### src/rtl/vjal_pkg.sv
// Shared types, constants and helper functions for the velocity jerk/accel limiter.
package vjal_pkg;

  localparam int VALUE_W   = 32;              // velocity, limit and ratio width
  localparam int DT_W      = 32;              // time step width, unsigned Q8.24
  localparam int DT_FRAC   = 24;              // fraction bits of the time step
  localparam int INT_W     = 64;              // internal velocity width
  localparam int MAG_W     = 63;              // magnitude width, up to 2^62
  localparam int DIFF_W    = VALUE_W + 2;     // second difference of three velocities
  localparam int DT2_W     = 2 * DT_W - (DT_FRAC - 1);  // 2*dt^2, unsigned Q.24
  localparam int CFG_IDX_W = 3;

  // Bit positions in limit_enables
  localparam int ENA_VEL  = 0;
  localparam int ENA_ACC  = 1;
  localparam int ENA_JERK = 2;
  localparam int ENA_W    = 3;

  localparam logic [INT_W-1:0]        BIG_MAG = 64'h4000_0000_0000_0000;
  localparam logic signed [INT_W-1:0] BIG_POS = 64'sh4000_0000_0000_0000;
  localparam logic signed [INT_W-1:0] BIG_NEG = -BIG_POS;

  localparam logic signed [INT_W-1:0] OUT_MAX = (INT_W'(1) << (VALUE_W - 1)) - INT_W'(1);
  localparam logic signed [INT_W-1:0] OUT_MIN = ~OUT_MAX;

  localparam logic [VALUE_W-1:0] RATIO_LIM = {1'b1, {(VALUE_W - 1){1'b0}}};
  localparam logic [VALUE_W-1:0] RATIO_MAX = {1'b0, {(VALUE_W - 1){1'b1}}};

  typedef enum logic [CFG_IDX_W-1:0] {
    REG_LIMIT_ENABLES,
    REG_VELOCITY_MIN,
    REG_VELOCITY_MAX,
    REG_ACCEL_MIN,
    REG_ACCEL_MAX,
    REG_JERK_MIN,
    REG_JERK_MAX
  } cfg_reg_t;

  typedef struct packed {
    logic signed [VALUE_W-1:0] cmd_velocity;
    logic signed [VALUE_W-1:0] last_velocity;
    logic signed [VALUE_W-1:0] older_velocity;
    logic [DT_W-1:0]           time_step;
  } vjal_in_t;

  typedef struct packed {
    logic signed [VALUE_W-1:0] limited_velocity;
    logic signed [VALUE_W-1:0] scale_ratio;
  } vjal_out_t;

  // Sign and overflow flags that travel with the divider operands
  typedef struct packed {
    logic neg;
    logic zero;
    logic ovf;
  } div_flags_t;

  function automatic logic signed [INT_W-1:0] ext_val(input logic [VALUE_W-1:0] a);
    return {{(INT_W - VALUE_W){a[VALUE_W-1]}}, a};
  endfunction

  function automatic logic signed [INT_W-1:0] ext_diff(input logic [DIFF_W-1:0] a);
    return {{(INT_W - DIFF_W){a[DIFF_W-1]}}, a};
  endfunction

  // min(max(lo, x), hi): hi wins when the bounds are inverted
  function automatic logic signed [INT_W-1:0] clamp_s(input logic signed [INT_W-1:0] x,
                                                      input logic signed [INT_W-1:0] lo,
                                                      input logic signed [INT_W-1:0] hi);
    if ((lo < hi) && (x < hi)) begin
      return (x > lo) ? x : lo;
    end
    return hi;
  endfunction

  function automatic logic signed [INT_W-1:0] sat_big(input logic signed [INT_W-1:0] x);
    if (x > BIG_POS) begin
      return BIG_POS;
    end
    if (x < BIG_NEG) begin
      return BIG_NEG;
    end
    return x;
  endfunction

endpackage

### src/rtl/vjal_scale_mul.sv
// Three-stage bound scaler: |bound| * op >> 24, saturated to 2^62, sign restored.
module vjal_scale_mul
  import vjal_pkg::*;
#(
  parameter int OP_W = 32
) (
  input  logic                      clk,
  input  logic                      en,
  input  logic [VALUE_W-1:0]        bound,
  input  logic [OP_W-1:0]           op,
  output logic signed [INT_W-1:0]  scaled
);

  localparam int LO_W  = OP_W / 2;
  localparam int HI_W  = OP_W - LO_W;
  localparam int PW    = VALUE_W + OP_W;
  localparam int SH_W  = PW - DT_FRAC;
  localparam int CMP_W = (SH_W > INT_W) ? SH_W : INT_W;

  logic [VALUE_W-1:0]      mag_a;
  logic                    neg_a;
  logic [VALUE_W+LO_W-1:0] p_lo;
  logic [VALUE_W+HI_W-1:0] p_hi;
  logic [PW-1:0]           sum_b;
  logic                    neg_b;
  logic [SH_W-1:0]         sh;
  logic [CMP_W-1:0]        wide_c;
  logic [MAG_W-1:0]        mag_c;

  assign mag_a = bound[VALUE_W-1] ? (VALUE_W'(0) - bound) : bound;

  // partial products over the two halves of the operand
  always_ff @(posedge clk) begin
    if (en) begin
      neg_a <= bound[VALUE_W-1];
      p_lo  <= (VALUE_W + LO_W)'(mag_a) * (VALUE_W + LO_W)'(op[LO_W-1:0]);
      p_hi  <= (VALUE_W + HI_W)'(mag_a) * (VALUE_W + HI_W)'(op[OP_W-1:LO_W]);
    end
  end

  assign sum_b = (PW'(p_hi) << LO_W) + PW'(p_lo);

  always_ff @(posedge clk) begin
    if (en) begin
      neg_b <= neg_a;
      sh    <= sum_b[PW-1:DT_FRAC];
    end
  end

  assign wide_c = CMP_W'(sh);
  assign mag_c  = (wide_c > CMP_W'(BIG_MAG)) ? BIG_MAG[MAG_W-1:0] : wide_c[MAG_W-1:0];

  always_ff @(posedge clk) begin
    if (en) begin
      scaled <= neg_b ? (INT_W'(0) - INT_W'(mag_c)) : INT_W'(mag_c);
    end
  end

endmodule

### config.mk
export PLATFORM = sky130hd
export DESIGN_NAME = vjal_scale_mul
export DESIGN_NICKNAME = d
export VERILOG_FILES = /design/src/rtl/vjal_pkg.sv /design/src/rtl/vjal_scale_mul.sv
export SDC_FILE = /design/constraint.sdc
export NUM_CORES = 2
export LEC_CHECK = 0
export BUFFER_PORTS_ARGS = -buffer_cell sky130_fd_sc_hd__buf_2
export CAP_MARGIN = 20
export CORE_MARGIN = 4
export CORE_UTILIZATION = 70
export DETAILED_ROUTE_END_ITERATION = 6
export PLACE_DENSITY_LB_ADDON = 0.15
export SETUP_SLACK_MARGIN = 0.3
export SLEW_MARGIN = 25
export SYNTH_ARGS = -nofsm -noshare
export SYNTH_HDL_FRONTEND = slang
export SYNTH_SLANG_ARGS = --single-unit
### constraint.sdc
create_clock -name clk -period 12.73 [get_ports clk]
set_input_delay 0.6365 -clock clk [delete_from_list [all_inputs] [get_ports clk]]
set_output_delay 0.6365 -clock clk [all_outputs]
set_load 0.05 [all_outputs]
=== Yosys cells after proc, flatten, opt, wreduce, memory -nomap -nowiden ===
Cells that the tools add are included.

* Magnitude comparators: 1
* $mul: 2
* Add/subtract/negate cells: 3
* Multiplexer cells: 3

{| class="wikitable"
|+ Operators with widths
! cell !! count
|-
| $mux W63 || 2
|-
| $mul A32 B16 Y48 || 2
|-
| $add A64 B48 Y64 || 1
|-
| $sub A1 B63 Y64 const A || 1
|-
| $gt A40 B63 Y1 const B || 1
|-
| $mux W32 || 1
|-
| $sub A1 B32 Y32 const A || 1
|}

* Output and inout bits: 64
* Flip-flop bits (word level): 202
* Logic and storage cells: 16
* Bits of input ports: 66

=== Depth between registers and ports, before layout ===
* Depth in word-level cells: 4
* Depth in mapped cells: 35
* Depth with buffers taken out: 32

=== Least setup slack after synthesis ===
OpenSTA, ideal clock, no wires.

* Path kind: input port to flip-flop
* Start point: input port bound[5]
* End point: register p_hi[45] (data pin)
* Slack: 3792 ps
* Arrival time: 8677 ps
* Data required time: 12469 ps
* Stages: 27
* Library setup time: 261 ps
* Cell sequence: or4_1 > or3_1 > or3_1 > or4_4 > or4_4 > and2_1 > xor2_1 > clkbuf_1 > nand2_1 > fa_1 > fa_1 > fa_1 > inv_1 > fa_1 > fa_1 > inv_1 > fa_1 > inv_1 > ha_1 > nand4_1 > o221a_2 > o22ai_1 > a211o_1 > a31oi_1 > o31ai_1 > nor4b_1 > a311o_1

* Word-level cells in the longest chain between the ends: 3

{| class="wikitable"
|+ Ends and longest elaborated chain
! what !! RTL line !! text
|-
| start: declaration || vjal_scale_mul.sv:9 || <nowiki>input logic [VALUE_W-1:0] bound,</nowiki>
|-
| $sub A1 B32 Y32 || vjal_scale_mul.sv:30 || <nowiki>assign mag_a = bound[VALUE_W-1] ? (VALUE_W'(0) - bound) : bound;</nowiki>
|-
| $mux W32 (*) || vjal_scale_mul.sv:30 ||
|-
| $mul A32 B16 Y48 (*) || vjal_scale_mul.sv:37 || <nowiki>p_hi <= (VALUE_W + HI_W)'(mag_a) * (VALUE_W + HI_W)'(op[OP_W-1:LO_W]);</nowiki>
|-
| end signal: assignment || vjal_scale_mul.sv:37 ||
|-
| end: declaration || vjal_scale_mul.sv:23 || <nowiki>logic [VALUE_W+HI_W-1:0] p_hi;</nowiki>
|}

Mark *: on every way between the ends. The rest lies on a longest branch, timed or not.
A chain may end at the register's enable or synchronous reset.

=== Final worst setup path ===
* Start point: input port bound[0]
* End point: register p_hi[45] (data pin)

The elaborated chain is that of the path after synthesis.

==> run metrics <==
Die W=247.6 um; synth-to-layout area growth=4.886%; Die Y=247.6 um; Primary FF master, synth=edfxtp_1; status=completed; DPL Wire Length=74540 um; Max Freq=0.09937 GHz; hold crit path type=reg -> reg; synth unique cells=68; CP startpoint kind=input pin; Mapped Avg Cell Area=9.459 um^2; synthesized netlist cell count=4248; Hold Path Stages=0; Post-CTS Setup Bufs=0; sequential fraction of the synthesis area=13.90%; Stages on worst setup path=29; Critical R2R Launch=p_lo[22]$_DFFE_PP_; Worst Setup End Kind=register; row cnt=87; CTS root buffer=clkbuf_16; Fin Setup TNS=0 ps; Hold Vio Cnt, Final=0; relative slew slack=35.70%; max incr delay on CP=580 ps; clock sinks=186; largest net degree at the start of global routing=73; Arr. time, crit path=10280 ps; final period utilization=79.05%; Worst Setup EP=p_hi[45]$_DFFE_PP_; Post-synth EDFFs=186; vias in the first global route=32.24k; Tot GR Track Use=34.84%; grt ovf=0; I/O pin cnt=130; clk slew on worst S/H paths=80 ps; Worst Setup SP=bound[0]; worst r2r path cells=10; Initial DRC Count=1910; total wire length=100300 um; number of cells after detailed placement=4958; Final Max Slew Viols=0; crit-path leading delay family=adder cells; Resized Gates After CTS=0; clk_lat worst skew=460 ps; Final setup viols=0; count of input and output buffers=129; worst setup margin=2667 ps; Post-Layout Cell Count=4994; R2R setup slack=8660 ps; DR vias=29.39k; worst slew pin tran=956.4 ps; number of CTS-inserted buffers=17; global-route wire length before repair=166100 um; RSZ-0062 raised after global routing=no; fin crit period=10060 ps; Avg Vias per Cell=5.885; Antenna Violating Nets Remaining=0; RR Endpoint=sh[38]$_DFFE_PP_; Max FO, Critical Path=33; slowest CP cell=o31ai_1; CTS H-tree depth=4; Residual DRC=0; WP buf/inv=5; DRT Pass-1 Iters=6; die area=0.06130 mm^2; post-synthesis sequential element count=186; skew final=13.98 ps; antenna violations before repair=11; Initial Util=70.99%; pre-CTS setup slack=2246 ps; hold-fix buffer count after cts=0; number of max-cap violations=0; routability cong.=0.9191; Mapped Area=0.04018 mm^2; total of warnings raised by yosys=0; CP Class=in -> reg; Post-synth ARST share=0%; share of layout cells above drive strength 1=5.692%; # fillers=4142; final net count=5392; Clock Path Buffers=2; syn_nets=5419; WL/cell=20.07 um; cell mode on critical path=fa_1; Core Footprint=0.05660 mm^2; CP Data Required Time=12940 ps; CTS tree=built
registers in the layout (all words and copies together) (netlist names):
register  cells
p_lo         32
p_hi         48
neg_a         1
neg_b         1
sh           40
scaled       64
worst register-to-register path, stage by stage (launching register included):
cell and delay [ps]:
edfxtp_1 450, ha_1 330, nand4_1 140, a21oi_1 380, o41ai_1 210, a2111oi_0 800, o211ai_1 400, a21oi_1 370
o2bb2ai_1 390, nand3_1 180, xnor2_1 180
layout by cell type, fill, tap and decap left out, types with 11 or more instances in the layout:
cell type | Yosys | routed
nor3_1 | 15 | 15
xnor2_2 | 0 | 26
inv_1 | 904 | 904
and2_1 | 453 | 453
nand3_1 | 25 | 25
clkbuf_16 | 0 | 17
nand2b_1 | 13 | 13
nand4_1 | 16 | 16
buf_4 | 0 | 38
buf_2 | 4 | 128
fa_1 | 835 | 835
nand2_1 | 659 | 659
ha_1 | 270 | 270
o31ai_1 | 23 | 23
a21boi_0 | 14 | 14
nor2b_1 | 11 | 11
a21oi_1 | 92 | 92
xnor2_1 | 139 | 113
and3_1 | 16 | 16
edfxtp_1 | 186 | 186
a21o_1 | 57 | 57
nor2_1 | 62 | 62
o21a_1 | 12 | 12
xor2_1 | 38 | 35
or3_1 | 13 | 13
o21ai_0 | 60 | 60
worst min path at each step:
stage | start | endpoint | slack, ps
CTS | neg_a$_DFFE_PP_ | neg_b$_DFFE_PP_ | 430
floorplan | neg_a$_DFFE_PP_ | neg_b$_DFFE_PP_ | 400
global route | neg_a$_DFFE_PP_ | neg_b$_DFFE_PP_ | 430
global placement | neg_a$_DFFE_PP_ | neg_b$_DFFE_PP_ | 400
detailed placement | neg_a$_DFFE_PP_ | neg_b$_DFFE_PP_ | 400
finish | neg_a$_DFFE_PP_ | neg_b$_DFFE_PP_ | 430
cell usage after synthesis (all sizes together), types with 11 or more instances:
cell | number | share of area (%)
clkbuf | 208 | 1.9
o31ai | 24 | 0.48
or3 | 13 | 0.20
a21o | 57 | 1.1
and2 | 453 | 7.1
a21boi | 14 | 0.26
nor3 | 15 | 0.19
xnor2 | 139 | 3.0
o21a | 12 | 0.22
and3 | 16 | 0.25
fa | 835 | 42
ha | 270 | 8.4
xor2 | 38 | 0.83
edfxtp | 186 | 14
or4 | 11 | 0.22
nand4 | 16 | 0.25
o21ai | 62 | 0.77
a21oi | 92 | 1.1
nor2b | 11 | 0.17
nor2 | 62 | 0.58
inv | 904 | 8.4
nand2 | 659 | 6.2
nand2b | 13 | 0.20
nand3 | 25 | 0.31
layer usage:
layer  wire length [um]  GRT usage, %  vias up
li1                   -             -    12720
met1              38230         45.91    14750
met2              46570         55.70     1575
met3              11180         9.831      333
met4               4182         13.36       12
met5                 82             0        -
final cells by class:
type	count	area, um^2	area share (%)
antenna	4	10.01	0.02375
clock buffer	17	425.4	1.009
clock inverter	15	220.2	0.5225
inverter	904	3393	8.051
multi-input combinational	2945	30630	72.67
sequential	186	5585	13.25
tap	756	945.9	2.244
timing repair buffer	167	939.7	2.230
stage by stage:
| step | cell area, um^2 | utilization (%) | hold WS (ps) |
|---|---|---|---|
| after CTS | 42140 | 74.44 | 426.5 |
| final | 42150 | 74.46 | 425.5 |
| after floorplan | 40180 | - | 400.3 |
| after global placement | 41490 | 73.30 | 401.5 |
| after global routing | 42140 | 74.44 | 431.4 |
| after detailed placement | 41490 | 73.30 | 404.5 |
cells by family after synthesis:
kind of cell | after synthesis | share of synthesized area (%)
compound gates | 338 | 5.558
xor+xnor | 177 | 3.858
buf+inv | 1117 | 10.45
fa+ha+maj | 1105 | 50.01
flops | 186 | 13.90
simple gates | 1320 | 16.10
mux | 5 | 0.1277
Power is not shown: default switching activity piles up to over one toggle a cycle in this logic, so the estimate is an artifact.
